$ cat config.mk
export PLATFORM = sky130hd
export DESIGN_NAME = http_name_value_parser
export DESIGN_NICKNAME = d
export VERILOG_FILES = /design/src/hnvp_pkg.sv /design/src/http_name_value_parser.sv
export SDC_FILE = /design/constraint.sdc
export NUM_CORES = 1
export LEC_CHECK = 0
export BUFFER_PORTS_ARGS = -buffer_cell sky130_fd_sc_hd__buf_2
export CAP_MARGIN = 25
export CELL_PAD_IN_SITES_DETAIL_PLACEMENT = 1
export CELL_PAD_IN_SITES_GLOBAL_PLACEMENT = 2
export CORE_ASPECT_RATIO = 1.4
export CORE_MARGIN = 4
export CORE_UTILIZATION = 35
export DETAILED_ROUTE_END_ITERATION = 7
export GPL_TIMING_DRIVEN = 0
export PLACE_DENSITY = 0.76
export SLEW_MARGIN = 20
export SYNTH_ARGS = -nofsm -noshare
export SYNTH_HDL_FRONTEND = slang
export SYNTH_SLANG_ARGS = --single-unit
$ cat constraint.sdc
create_clock -name clk -period 2.9 [get_ports clk]
set_input_delay 0.29 -clock clk [delete_from_list [all_inputs] [get_ports clk]]
set_output_delay 0.29 -clock clk [all_outputs]
set_load 0.02 [all_outputs]
$ cat src/hnvp_pkg.sv
// Package for the HTTP name/value parser: item types, phase codes, error codes, characters.
`default_nettype none

package hnvp_pkg;

	// One input item: a byte of the parameter text and the end-of-string flag.
	typedef struct packed {
		logic [7:0] data_byte;
		logic       last;
	} src_item_t;

	// One result item, produced on the last byte of a string.
	typedef struct packed {
		logic        valid_res;
		logic [2:0]  error_code;
		logic [11:0] name_start;
		logic [12:0] name_len;
		logic [12:0] value_start;
		logic [12:0] value_len;
		logic        value_quoted;
	} res_item_t;

	// Parse phases.
	typedef enum logic [2:0] {
		PH_LEAD,
		PH_NAME,
		PH_NAME_WS,
		PH_VAL_LEAD,
		PH_PLAIN,
		PH_QUOTE,
		PH_ESC,
		PH_QCLOSED
	} phase_t;

	// Error codes reported in error_code.
	localparam logic [2:0] ERR_NONE    = 3'd0;
	localparam logic [2:0] ERR_NO_NAME = 3'd1;
	localparam logic [2:0] ERR_NAME    = 3'd2;
	localparam logic [2:0] ERR_PLAIN   = 3'd3;
	localparam logic [2:0] ERR_QUOTED  = 3'd4;
	localparam logic [2:0] ERR_LONG    = 3'd5;

	// Characters with a special meaning in the grammar.
	localparam logic [7:0] CH_SPACE  = 8'h20;
	localparam logic [7:0] CH_TAB    = 8'h09;
	localparam logic [7:0] CH_EQUAL  = 8'h3D;
	localparam logic [7:0] CH_QUOTE  = 8'h22;
	localparam logic [7:0] CH_BSLASH = 8'h5C;
	localparam logic [7:0] CH_CR     = 8'h0D;
	localparam logic [7:0] CH_LF     = 8'h0A;
	localparam logic [7:0] CH_NUL    = 8'h00;

endpackage

`default_nettype wire

$ cat src/http_name_value_parser.sv
// HTTP name[=value] parameter parser: one byte per item, one result per string.
// res_valid rises when the last byte of a string moves from the input register into the
// result register.
// Throughput: one byte per cycle; the byte class check and state update sit between the
// input register and the state/result registers. A result waiting on res_ready holds back
// a following last byte, and the bytes behind it, until the result is taken.
// Reset: arst_n clears all parse state to the leading-blank phase and empties both registers.
`default_nettype none

module http_name_value_parser #(
	parameter int MAX_LEN = 4096
) (
	input  wire                 clk,
	input  wire                 arst_n,
	input  wire                 src_valid,
	output logic                src_ready,
	input  hnvp_pkg::src_item_t src_item,
	output logic                res_valid,
	input  wire                 res_ready,
	output hnvp_pkg::res_item_t res_item
);

	localparam int PW = $clog2(MAX_LEN + 1);
	localparam int CW = (PW > 13) ? PW : 13;
	localparam logic [CW-1:0] MAX_LEN_C = CW'(MAX_LEN);

	// Token characters: letters, digits and the listed punctuation.
	function automatic logic is_token(input logic [7:0] c);
		logic r;
		r = 1'b0;
		if ((c >= 8'h30 && c <= 8'h39) || (c >= 8'h41 && c <= 8'h5A) ||
				(c >= 8'h61 && c <= 8'h7A)) begin
			r = 1'b1;
		end
		case (c)
			8'h21, 8'h23, 8'h24, 8'h25, 8'h26, 8'h27, 8'h2A, 8'h2B,
			8'h2D, 8'h2E, 8'h5E, 8'h5F, 8'h60, 8'h7C, 8'h7E: r = 1'b1;
			default: ;
		endcase
		return r;
	endfunction

	// Input register.
	logic                s1_valid_s1;
	hnvp_pkg::src_item_t s1_item_s1;
	logic                s1_adv;

	// Parse state.
	hnvp_pkg::phase_t phase_q, nxt_phase;
	logic [CW-1:0]    position_q, nxt_position;
	logic [CW-1:0]    name_begin_q, nxt_name_begin;
	logic [CW-1:0]    name_count_q, nxt_name_count;
	logic [CW-1:0]    value_begin_q, nxt_value_begin;
	logic [CW-1:0]    value_count_q, nxt_value_count;
	logic [CW-1:0]    pending_q, nxt_pending;
	logic             quoted_q, nxt_quoted;
	logic [2:0]       first_err_q, nxt_err;

	// Result register.
	logic                res_valid_q;
	hnvp_pkg::res_item_t res_item_q;
	hnvp_pkg::res_item_t res_comb;

	logic [7:0] c;
	logic       blank;
	logic       plain_bad;
	logic [2:0] fin_err;
	logic       has_value;

	// The input register moves on unless it holds a last byte and the result is blocked.
	assign s1_adv    = !s1_item_s1.last || !res_valid_q || res_ready;
	assign src_ready = !s1_valid_s1 || s1_adv;

	always_ff @(posedge clk or negedge arst_n) begin
		if (!arst_n) begin
			s1_valid_s1 <= 1'b0;
		end else if (src_ready) begin
			s1_valid_s1 <= src_valid;
		end
	end

	always_ff @(posedge clk) begin
		if (src_ready && src_valid) begin
			s1_item_s1 <= src_item;
		end
	end

	// Byte classes.
	assign c         = s1_item_s1.data_byte;
	assign blank     = (c == hnvp_pkg::CH_SPACE) || (c == hnvp_pkg::CH_TAB);
	assign plain_bad = (c == hnvp_pkg::CH_CR) || (c == hnvp_pkg::CH_LF) ||
		(c == hnvp_pkg::CH_NUL);

	// Next parse state for the byte in the input register.
	always_comb begin
		nxt_phase       = phase_q;
		nxt_position    = position_q;
		nxt_name_begin  = name_begin_q;
		nxt_name_count  = name_count_q;
		nxt_value_begin = value_begin_q;
		nxt_value_count = value_count_q;
		nxt_pending     = pending_q;
		nxt_quoted      = quoted_q;
		nxt_err         = first_err_q;
		if (position_q >= MAX_LEN_C) begin
			nxt_err = hnvp_pkg::ERR_LONG;
		end else begin
			nxt_position = position_q + CW'(1);
			if (first_err_q == hnvp_pkg::ERR_NONE) begin
				unique case (phase_q)
					hnvp_pkg::PH_LEAD: begin
						if (blank) begin
						end else if (c == hnvp_pkg::CH_EQUAL) begin
							nxt_err = hnvp_pkg::ERR_NO_NAME;
						end else if (is_token(c)) begin
							nxt_name_begin = position_q;
							nxt_name_count = CW'(1);
							nxt_phase      = hnvp_pkg::PH_NAME;
						end else begin
							nxt_err = hnvp_pkg::ERR_NAME;
						end
					end
					hnvp_pkg::PH_NAME: begin
						if (is_token(c)) begin
							nxt_name_count = name_count_q + CW'(1);
						end else if (blank) begin
							nxt_phase = hnvp_pkg::PH_NAME_WS;
						end else if (c == hnvp_pkg::CH_EQUAL) begin
							nxt_phase = hnvp_pkg::PH_VAL_LEAD;
						end else begin
							nxt_err = hnvp_pkg::ERR_NAME;
						end
					end
					hnvp_pkg::PH_NAME_WS: begin
						if (blank) begin
						end else if (c == hnvp_pkg::CH_EQUAL) begin
							nxt_phase = hnvp_pkg::PH_VAL_LEAD;
						end else begin
							nxt_err = hnvp_pkg::ERR_NAME;
						end
					end
					hnvp_pkg::PH_VAL_LEAD: begin
						if (!blank) begin
							nxt_value_begin = position_q;
							nxt_value_count = CW'(1);
							nxt_pending     = '0;
							if (c == hnvp_pkg::CH_QUOTE) begin
								nxt_quoted = 1'b1;
								nxt_phase  = hnvp_pkg::PH_QUOTE;
							end else if (plain_bad) begin
								nxt_err = hnvp_pkg::ERR_PLAIN;
							end else begin
								nxt_phase = hnvp_pkg::PH_PLAIN;
							end
						end
					end
					hnvp_pkg::PH_PLAIN: begin
						if (blank) begin
							nxt_pending = pending_q + CW'(1);
						end else if (plain_bad) begin
							nxt_err = hnvp_pkg::ERR_PLAIN;
						end else begin
							nxt_value_count = value_count_q + pending_q + CW'(1);
							nxt_pending     = '0;
						end
					end
					hnvp_pkg::PH_QUOTE: begin
						nxt_value_count = value_count_q + CW'(1);
						if (c == hnvp_pkg::CH_BSLASH) begin
							nxt_phase = hnvp_pkg::PH_ESC;
						end else if (c == hnvp_pkg::CH_QUOTE) begin
							nxt_phase = hnvp_pkg::PH_QCLOSED;
						end
					end
					hnvp_pkg::PH_ESC: begin
						nxt_value_count = value_count_q + CW'(1);
						nxt_phase       = hnvp_pkg::PH_QUOTE;
					end
					hnvp_pkg::PH_QCLOSED: begin
						if (!blank) begin
							nxt_err = hnvp_pkg::ERR_QUOTED;
						end
					end
					default: ;
				endcase
			end
		end
	end

	// Final outcome of a string ending on this byte.
	always_comb begin
		fin_err = nxt_err;
		if (nxt_err == hnvp_pkg::ERR_NONE) begin
			if (nxt_phase == hnvp_pkg::PH_LEAD) begin
				fin_err = hnvp_pkg::ERR_NO_NAME;
			end else if (nxt_phase == hnvp_pkg::PH_QUOTE || nxt_phase == hnvp_pkg::PH_ESC) begin
				fin_err = hnvp_pkg::ERR_QUOTED;
			end
		end
		has_value = (nxt_phase == hnvp_pkg::PH_PLAIN) || (nxt_phase == hnvp_pkg::PH_QCLOSED);
		res_comb            = '0;
		res_comb.error_code = fin_err;
		if (fin_err == hnvp_pkg::ERR_NONE) begin
			res_comb.valid_res  = 1'b1;
			res_comb.name_start = nxt_name_begin[11:0];
			res_comb.name_len   = nxt_name_count[12:0];
			if (has_value) begin
				res_comb.value_start  = nxt_value_begin[12:0];
				res_comb.value_len    = nxt_value_count[12:0];
				res_comb.value_quoted = nxt_quoted;
			end
		end
	end

	// Parse state registers; a last byte returns them to the reset values.
	always_ff @(posedge clk or negedge arst_n) begin
		if (!arst_n) begin
			phase_q       <= hnvp_pkg::PH_LEAD;
			position_q    <= '0;
			name_begin_q  <= '0;
			name_count_q  <= '0;
			value_begin_q <= '0;
			value_count_q <= '0;
			pending_q     <= '0;
			quoted_q      <= 1'b0;
			first_err_q   <= hnvp_pkg::ERR_NONE;
		end else if (s1_valid_s1 && s1_adv) begin
			if (s1_item_s1.last) begin
				phase_q       <= hnvp_pkg::PH_LEAD;
				position_q    <= '0;
				name_begin_q  <= '0;
				name_count_q  <= '0;
				value_begin_q <= '0;
				value_count_q <= '0;
				pending_q     <= '0;
				quoted_q      <= 1'b0;
				first_err_q   <= hnvp_pkg::ERR_NONE;
			end else begin
				phase_q       <= nxt_phase;
				position_q    <= nxt_position;
				name_begin_q  <= nxt_name_begin;
				name_count_q  <= nxt_name_count;
				value_begin_q <= nxt_value_begin;
				value_count_q <= nxt_value_count;
				pending_q     <= nxt_pending;
				quoted_q      <= nxt_quoted;
				first_err_q   <= nxt_err;
			end
		end
	end

	// Result register.
	always_ff @(posedge clk or negedge arst_n) begin
		if (!arst_n) begin
			res_valid_q <= 1'b0;
		end else if (s1_valid_s1 && s1_adv && s1_item_s1.last) begin
			res_valid_q <= 1'b1;
		end else if (res_ready) begin
			res_valid_q <= 1'b0;
		end
	end

	always_ff @(posedge clk) begin
		if (s1_valid_s1 && s1_adv && s1_item_s1.last) begin
			res_item_q <= res_comb;
		end
	end

	assign res_valid = res_valid_q;
	assign res_item  = res_item_q;

endmodule

`default_nettype wire

==> flow_summary_export.csv, run 1 <==
group,metric,value,unit
global_route,antenna_found_initial,0,
route,dr.first_iter.drc_count,339,
worst_setup_path,critPathMostFrequentCell,"buf_4",
yosys,synthMuxAreaShare,0.115,%
yosys,yosys-top-cells-area,"dfrtp_1 (25%), edfxtp_1 (22%), o21ai_0 (6.3%), nand2_1 (5.5%), nor2_1 (2.9%)",
run_status,violations,"negative setup slack",
global_route,grt_max_degree,69,
global_route,first_global_vias,8218,
route,drc,0,
clocking,insertion_delay,0.45,ns
timing,hold_slack,0.0187,ns
pwr,p_leak,4.10,nW
timing,final.setup.tns,-0.0375,ns
yosys,yosys.cell_types.count,76,
clocking,cts.sinks,151,
yosys,syn_area_per_cell,9.29,µm²
yosys,ys_async_sr_fraction,57.0,%
yosys,synth_edf_count,65,
timing,slew_violations,0,
timing,rsz0062_at_grt,"true",
route,ant_nets,0,
yosys,synth_common_cells,"nand2_1 (128), o21ai_0 (110), dfrtp_1 (86), nor2_1 (68), edfxtp_1 (65)",
timing,tightest_slew,0.777,ns
global_route,grt_pass1_wl,46700,µm
timing,min_period,2.92,ns
timing,finalCritPeriodShare,101,%
floorplan,dieArea,27500,µm²
yosys,synthXorXnorAreaFrac,1.41,%
route,wl,29700,µm
finish,antenna_cells,0,
route,vias,7922,
floorplan,start_util,35.4,%
worst_setup_path,crit_slowest_cell,"edfxtp_1",
yosys,synth.top_cell.area_share,24.7,%
timing,setup_viol,2,
worst_setup_path,worstPathRequired,3.16,ns
clocking,clock_path_buffers,2,
flow_run,drv_cap,0,
worst_setup_path,cpPeakStageDelay,0.44,ns
yosys,synthesis.area,8710,µm²
finish,n_fill_cell,2842,
finish,final_core_util,43.6,%
worst_hold_path,hold_class,"primary input to flop",
yosys,synth_top_family_by_area,"compound AO/OA/AOI/OAI gates",
floorplan,die_x,141,µm
floorplan,io_pins,71,
finish,fin_area,10700,µm²
pwr,power.density,523,nW/µm²
timing,relSlewSlack,48.2,%
yosys,synth-simple-area-share,20.1,%
place,routabilityCongestion,0.858,
yosys,synth_flop_cell,"dfrtp_1",
yosys,syn_nets,970,
clocking,path_clk_slew,0.06,ns
run_status,outcome,"finished with violations",
place,dp_slack,-0.394,ns
route,drt_pass1_iterations,4,
place,dpl.hpwl,21000,µm
clocking,cts_max_level,4,
yosys,ys_ff_latch,151,
worst_setup_path,crit_path_cell_trace,"buf_2 -> nor2_1 -> o211ai_1 -> buf_4 -> a311oi_4 -> nand4_1 -> nor3_4 -> buf_4 -> nand4_4 -> buf_4 -> a21oi_1",
finish,drive_gt1_share,21.9,%
pwr,max-vdd-ir-drop,0.455,mV
global_route,gr-usage-all-layers,21.5,%
yosys,ys_seq_area_share,47.1,%
worst_setup_path,crit_type,"flop to flop",
worst_setup_path,endpoint_kind,"flop",
worst_setup_path,cp_data_arrival_time,3.18,ns
worst_setup_path,worstPathMaxFanout,10,
yosys,syn_inst,938,
yosys,synth_area_leader_cell,"dfrtp_1",
clocking,tritoncts,"built",
clocking,tritoncts.num_buffers,17,
route,wl_per_cell,21.3,µm
yosys,synthAdderAreaFrac,2.82,%
place,io_buffers,70,
finish,final_nets,1096,
global_route,globalRouteOverflowTotal,0,
yosys,ys_warn_count,0,
worst_setup_path,critPathTopFamily,"buffers and inverters",
timing,skew,0.00944,ns
clocking,root_buffer,"clkbuf_16",
worst_setup_path,cp-start-kind,"flop",
finish,area_growth_syn_to_layout,23.1,%
place,place_area,9520,µm²
timing,fmax,342,MHz
timing,final_hold_viol_count,0,
floorplan,coreArea,24600,µm²
yosys,synthMostInstantiatedCell,"nand2_1",
yosys,synth_compound_area_share,24.4,%
floorplan,die_h,195,µm
route,vias_per_cell,5.69,
floorplan,rows,68,
timing,worst_slack,-0.0203,ns
worst_setup_path,cp_num_buf_inv,4,
[cells by family after synthesis]
kind of cell,after synthesis
flops,151
mux,1
fa+ha+maj,19
buf+inv,80
xor+xnor,14
simple gates,355
compound gates,318
[sequential cells by signal, indices dropped and copies added (netlist names), 8 cells and up]
register and flops:
c 8, name_begin_q 12, name_count_q 13, pending_q 13, position_q 13, res_item 56
value_begin_q 13, value_count_q 13
[repair_timing]
action                     CTS  global route
pin swaps                    4            24
hold buffers                 1             0
gates resized for setup     24            61
cloned                       0             2
hold endpoints to repair    18             0
buffers inserted             1            31
setup endpoints to repair   76            73
[routing by layer]
layer	share of wire, %	track usage (%)	vias up	wire [µm]
met5	0	0	-	0
met4	2.5	7.11	0	743
met3	1.9	2.88	41	575
met2	54	39.6	106	16000
met1	42	25.4	4037	12400
li1	-	-	3738	-
[placed cells by master, fill, tap and decap left out, types with 7 or more instances in the layout]
master	Yosys	final
nand2_1	128	127
edfxtp_1	65	65
dfrtp_1	86	83
inv_1	24	22
clkbuf_1	40	35
nand2b_1	9	9
buf_4	3	35
a31oi_1	8	8
buf_2	9	76
xor2_1	7	7
nand3_1	28	27
o31a_1	7	7
nand4_1	17	17
a21oi_1	50	45
nor3_1	17	13
and3_1	12	12
o31ai_1	12	9
o21ai_0	110	108
and2_1	9	9
a21oi_2	13	17
nor2_1	68	65
or3_1	17	15
o211ai_1	11	11
ha_1	18	16
a21boi_0	27	27
o22ai_1	7	7
o21a_1	8	8
clkbuf_16	0	18
[path summary, 6_finish.rpt]
kind	end	slack, ns	start	cells after the start
worst max-delay path	res_item[12]	-0.02	c[2]	11
worst min-delay path	c[6]	0.02	src_item[7]	1
worst max register to register	res_item[12]	-0.02	c[2]	11
worst min register to register	name_begin_q[11]	0.48	name_begin_q[11]	2
max in group asynchronous	first_err_q[1]	1.98	arst_n	3
min in group asynchronous	pending_q[8]	0.27	arst_n	2
[where the power goes]
part           switching (mW)  internal, mW  leakage (nW)
clock network            1.01          1.20         0.267
registers              0.0985          2.37          1.81
logic                   0.622         0.313          2.02
total                    1.73          3.88          4.10
[worst register-to-register path, delay by kind of cell (launching register included)]
family | cells | cell delay [ns]
DFF | 1 | 0.44
and+or+nand+nor | 4 | 0.75
AOI/OAI and AO/OA | 3 | 0.73
buffers and inverters | 4 | 0.82
[cell type report]
cell class	count	area (µm²)	area share (%)
Multi-Input combinational cell	707	4560	42.5
Sequential cell	151	4110	38.3
Timing Repair Buffer	107	711	6.63
Clock buffer	17	425	3.97
Tap cell	315	394	3.68
Buffer	56	290	2.71
Clock inverter	15	144	1.34
Inverter	24	90.1	0.840
[stage by stage]
step / power (mW) / cells
2_1_floorplan: 3.01 / 938
3_3_place_gp: 3.30 / 1323
3_5_place_dp: 3.33 / 1325
4_1_cts: 5.56 / 1359
5_1_grt: 5.84 / 1392
6_report: 5.61 / 1392
No activity file was read; power rests on OpenSTA's default activity.
==> run 2, diff against run 1 <==
Settings changed: CORE_UTILIZATION 35 to 38, PLACE_DENSITY 0.76 to 0.79.
Clock period 2.9 ns to 3 ns, I/O delays scaled along.
==> run 2 against run 1 <==
Net effect: the run now ends clean; power decreased by 3.5%; maximum frequency increased by 0.30%; non-clock buffer count decreased by 19; via count shrank 2.4%; die area down 7.5%; flip-flop and latch count unchanged; critical endpoint is now res_item[54].
==> flow_summary_export.csv, run 2 (synthesis gave the netlist of run 1 again) <==
group,metric,value,unit
finish,final_cell_mix,"nand2_1 (128), o21ai_0 (108), dfrtp_1 (85)",
timing,rsz0062_at_grt,"true",
timing,worst_slack,0.0884,ns
global_route,first_global_vias,8141,
timing,final_hold_viol_count,0,
pwr,p_leak,3.97,nW
place,dpl.hpwl,20500,µm
floorplan,coreArea,22500,µm²
floorplan,rows,65,
route,vias,7729,
floorplan,die_h,187,µm
timing,slew_violations,0,
timing,finalCritPeriodShare,97.1,%
worst_setup_path,cp_num_buf_inv,1,
finish,antenna_cells,0,
worst_setup_path,reg2reg_slack,0.09,ns
route,drc,0,
global_route,gr-usage-all-layers,23.1,%
place,routabilityCongestion,0.894,
clocking,cts_max_level,4,
clocking,tritoncts,"built",
global_route,antenna_found_initial,0,
clocking,insertion_delay,0.45,ns
pwr,max-vdd-ir-drop,0.389,mV
worst_setup_path,crit_type,"flop to flop",
global_route,grt_max_degree,70,
floorplan,io_pins,71,
timing,relSlewSlack,29.0,%
clocking,clock_path_buffers,2,
floorplan,start_util,38.7,%
worst_hold_path,hp-start,"src_item[4]",
timing,hold_slack,0.0245,ns
worst_setup_path,reg2reg_from,"c[2]",
clocking,cts.sinks,151,
worst_setup_path,cpPeakStageDelay,0.46,ns
finish,drive_gt1_share,17.3,%
finish,layout_commonest_cell,"nand2_1",
finish,largest_reg_flops,56,
timing,tightest_slew,1.06,ns
worst_setup_path,cp-start-kind,"flop",
route,wl,28500,µm
run_status,outcome,"finished, final reports clean",
clocking,path_clk_slew,0.07,ns
flow_run,drv_cap,0,
worst_setup_path,worstPathMaxFanout,10,
finish,n_fill_cell,2643,
worst_setup_path,crit_slowest_cell,"edfxtp_1",
worst_setup_path,cp_data_arrival_time,3.12,ns
clocking,tritoncts.num_buffers,17,
route,wl_per_cell,21.0,µm
floorplan,die_x,136,µm
route,ant_nets,0,
place,place_area,9500,µm²
worst_setup_path,critPathTopFamily,"simple AND/OR/NAND/NOR gates",
place,dp_slack,-0.319,ns
worst_setup_path,worstPathRequired,3.21,ns
clocking,root_buffer,"clkbuf_16",
worst_hold_path,hold_class,"primary input to flop",
finish,fin_area,10400,µm²
timing,fmax,343,MHz
timing,skew,0.00912,ns
global_route,globalRouteOverflowTotal,0,
finish,area_growth_syn_to_layout,18.8,%
finish,fin_cells,1359,
worst_setup_path,crit_path_cell_trace,"buf_2 -> nor3_2 -> nand3_1 -> a2111oi_4 -> a221oi_4 -> or3_1 -> and2_1 -> o41ai_2",
worst_setup_path,endpoint_kind,"flop",
finish,final_nets,1077,
pwr,p_total,5.41,mW
route,dr.first_iter.drc_count,305,
route,drt_pass1_iterations,5,
place,placed_cells,1311,
timing,setup_viol,0,
pwr,power.density,523,nW/µm²
place,io_buffers,70,
floorplan,dieArea,25400,µm²
global_route,grt_pass1_wl,45900,µm
timing,min_period,2.91,ns
worst_setup_path,crit_path_start,"c[2]",
route,vias_per_cell,5.69,
## run 2: changes by cell type in the layout (fill, tap and decap cells not counted), sizes merged
cell and delta:
buf -18, bufinv +1, clkbuf -1, clkinvlp -2, inv +1
## run 2: routing by layer
layer  GRT usage (%)  share of wire, %
met1            28.2                42
met2            41.1                53
met3            3.34               2.2
met4            8.26               2.9
met5               0                 0
## run 2: report_power, final
part	leakage, nW	switching (mW)	internal (mW)
Combinational	1.88	0.568	0.248
Sequential	1.81	0.0934	2.29
Clock	0.283	0.969	1.24
Total	3.97	1.63	3.78
## run 2: path summary, 6_finish.rpt
path | to | cells past startpoint
max | res_item[54] | 8
min reg2reg | value_begin_q[3] | 2
min | c[3] | 1
min in group asynchronous | pending_q[8] | 2
max reg2reg | res_item[54] | 8
max in group asynchronous | value_count_q[0] | 3
## run 2: cell type report
cell class,count,area (µm²),area share (%)
multi-input cells,707,4380,42.4
clock inverters,15,166,1.61
inverters,24,90.1,0.870
flip-flops and latches,151,4110,39.7
plain buffers,56,269,2.60
clock buffers,17,425,4.11
repair buffers,88,534,5.16
well taps,301,377,3.64
## run 2: worst reg2reg max path: stages (launching register included)
cell and delay (ns):
edfxtp_1 0.46, buf_2 0.23, nor3_2 0.27, nand3_1 0.22, a2111oi_4 0.46, a221oi_4 0.09, or3_1 0.39, and2_1 0.19
o41ai_2 0.36
## run 2: stage by stage
step           utilization, %  TNS, ns
2_1_floorplan               -        0
3_3_place_gp             41.9    -7.35
3_5_place_dp             42.2    -6.69
4_1_cts                  45.2        0
5_1_grt                  45.9    -1.24
6_report                 45.9        0
## run 2: timing repair
action / CTS / global route
pin swaps: 2 / 11
gates resized for setup: 14 / 16
setup buffers: 2 / 13
endpoints found under the hold margin: 17 / 0
setup endpoints to repair: 53 / 62
hold buffers: 1 / 0
==> run 3, diff against run 2 <==
Settings changed: HOLD_SLACK_MARGIN from default to 0.1, PLACE_DENSITY 0.79 to default, PLACE_DENSITY_LB_ADDON from default to 0.1.
==> run 3 against run 2 <==
Net effect: worst setup slack worse by 0.024 ns; maximum frequency is 0.81% lower; non-clock buffer count is 24 higher; utilization is 1.5 points higher; sequential share of layout area is 1.3 points lower; first-iteration DRC count is 8.9% higher; register-to-register slack worse by 0.02 ns; critical endpoint is now res_item[2]; clock skew is 0.0011 ns lower.
==> flow_summary_export.csv, run 3 (synthesis gave the netlist of run 1 again) <==
group,metric,value,unit
timing,relSlewSlack,45.9,%
global_route,antenna_found_initial,0,
route,wl,29600,µm
floorplan,dieArea,25400,µm²
finish,antenna_cells,0,
place,routabilityCongestion,0.849,
floorplan,start_util,38.7,%
pwr,p_leak,4.13,nW
worst_setup_path,crit_type,"flop to flop",
global_route,grt_pass1_wl,46700,µm
clocking,tritoncts.num_buffers,17,
floorplan,die_x,136,µm
worst_setup_path,cpPeakStageDelay,0.45,ns
global_route,first_global_vias,8124,
finish,area_growth_syn_to_layout,22.8,%
route,drc,0,
place,io_buffers,70,
clocking,tritoncts,"built",
worst_hold_path,hp-start,"res_ready",
route,dr.first_iter.drc_count,332,
route,vias,7947,
finish,layout_commonest_cell,"nand2_1",
worst_setup_path,critPathMostFrequentCell,"buf_4",
worst_hold_path,hold_end,"res_valid",
run_status,outcome,"finished, final reports clean",
clocking,insertion_delay,0.44,ns
route,ant_nets,0,
timing,tightest_slew,0.812,ns
route,drt_pass1_iterations,4,
timing,slew_violations,0,
worst_setup_path,crit_path_start,"c[1]",
floorplan,die_h,187,µm
floorplan,io_pins,71,
pwr,p_total,5.44,mW
floorplan,rows,65,
timing,worst_slack,0.0647,ns
finish,final_nets,1101,
pwr,max-vdd-ir-drop,0.421,mV
worst_setup_path,worstPathRequired,3.28,ns
worst_setup_path,rr_worst_depth,11,
worst_setup_path,critPathTopFamily,"simple AND/OR/NAND/NOR gates",
finish,largest_reg_flops,56,
worst_setup_path,cp_num_buf_inv,4,
finish,drive_gt1_share,19.7,%
worst_setup_path,endpoint_kind,"flop",
floorplan,coreArea,22500,µm²
timing,final.setup.tns,0,ns
worst_setup_path,reg2reg_from,"c[1]",
route,wl_per_cell,21.4,µm
worst_setup_path,crit_slowest_cell,"edfxtp_1",
timing,finalCritPeriodShare,97.8,%
worst_setup_path,worstPathMaxFanout,7,
worst_setup_path,cp_data_arrival_time,3.22,ns
clocking,clock_path_buffers,2,
global_route,globalRouteOverflowTotal,0,
place,dp_slack,-0.223,ns
place,dpl.hpwl,21200,µm
timing,fmax,341,MHz
timing,min_period,2.94,ns
clocking,path_clk_slew,0.06,ns
route,vias_per_cell,5.75,
clocking,cts_max_level,4,
worst_setup_path,r2r_end,"res_item[2]",
timing,final_hold_viol_count,0,
global_route,gr-usage-all-layers,23.6,%
pwr,power.density,509,nW/µm²
timing,rsz0062_at_grt,"true",
timing,setup_viol,0,
worst_hold_path,hold_path_depth,3,
worst_setup_path,reg2reg_slack,0.06,ns
clocking,root_buffer,"clkbuf_16",
worst_setup_path,cp-start-kind,"flop",
finish,final_cell_mix,"nand2_1 (127), o21ai_0 (108), dfrtp_1 (85)",
worst_hold_path,hold_class,"primary input to flop",
worst_setup_path,crit_path_cell_trace,"buf_4 -> buf_4 -> nor4_2 -> nor2_1 -> a211oi_1 -> o31a_1 -> or3_1 -> nand4_4 -> buf_6 -> buf_4 -> a21oi_1",
finish,n_fill_cell,2649,
clocking,cts.sinks,151,
flow_run,drv_cap,0,
timing,skew,0.00802,ns
global_route,grt_max_degree,57,
[run 3: worst max-delay path by stage]
stage | to | slack [ns] | cells after the start
global placement | res_item[15] | -0.27 | 8
detailed placement | value_count_q[5] | -0.22 | 8
finish | res_item[2] | 0.06 | 11
floorplan | res_item[6] | 0.49 | 9
CTS | res_item[15] | 0.004 | 8
global route | res_item[2] | -0.12 | 11
[run 3: timing repair]
item,CTS,global route
pin swaps,2,6
buffers inserted,2,27
gates cloned,0,1
endpoints found under the hold margin,40,0
endpoints found under the setup margin,66,78
hold buffers,11,0
gates resized for setup,15,49
[run 3: tightest hold or removal path: stages]
cell and delay (ns):
buf_2 0.10, inv_1 0.06, a21o_1 0.11
[run 3: metrics by stage]
| step | utilization, % | cell area, µm² | cells | hold slack, ns |
|---|---|---|---|---|
| after detailed placement | 42.2 | 9500 | 1311 | 0.216 |
| after floorplan | - | 8710 | 938 | 0.00441 |
| after global routing | 47.5 | 10700 | 1383 | 0.182 |
| after CTS | 45.7 | 10300 | 1356 | 0.148 |
| after global placement | 41.9 | 9440 | 1309 | 0.460 |
| final | 47.5 | 10700 | 1383 | 0.160 |
[run 3: layout make-up]
class | instances | area, µm² | area share (%)
timing repair buffer | 113 | 763 | 7.13
buffer | 55 | 283 | 2.64
inverter | 24 | 90.1 | 0.842
clock buffer | 22 | 495 | 4.63
multi-input combinational | 707 | 4490 | 42.0
tap | 301 | 377 | 3.52
sequential | 151 | 4110 | 38.4
clock inverter | 10 | 91.3 | 0.854
[run 3: per-layer routing]
metal / part of all wire (%) / routed length (µm) / up-vias / global-route usage [%]
met5: 0 / 0 / - / 0
met4: 2.0 / 592 / 0 / 6.32
met3: 2.8 / 841 / 42 / 3.53
met2: 54 / 15900 / 151 / 42.9
met1: 42 / 12300 / 4012 / 28.7
li1: - / - / 3742 / -
[run 3: report_power, final]
| group | total (mW) | switching [mW] | internal, mW |
|---|---|---|---|
| clock network | 2.17 | 0.908 | 1.26 |
| registers | 2.38 | 0.0955 | 2.29 |
| logic | 0.893 | 0.605 | 0.289 |
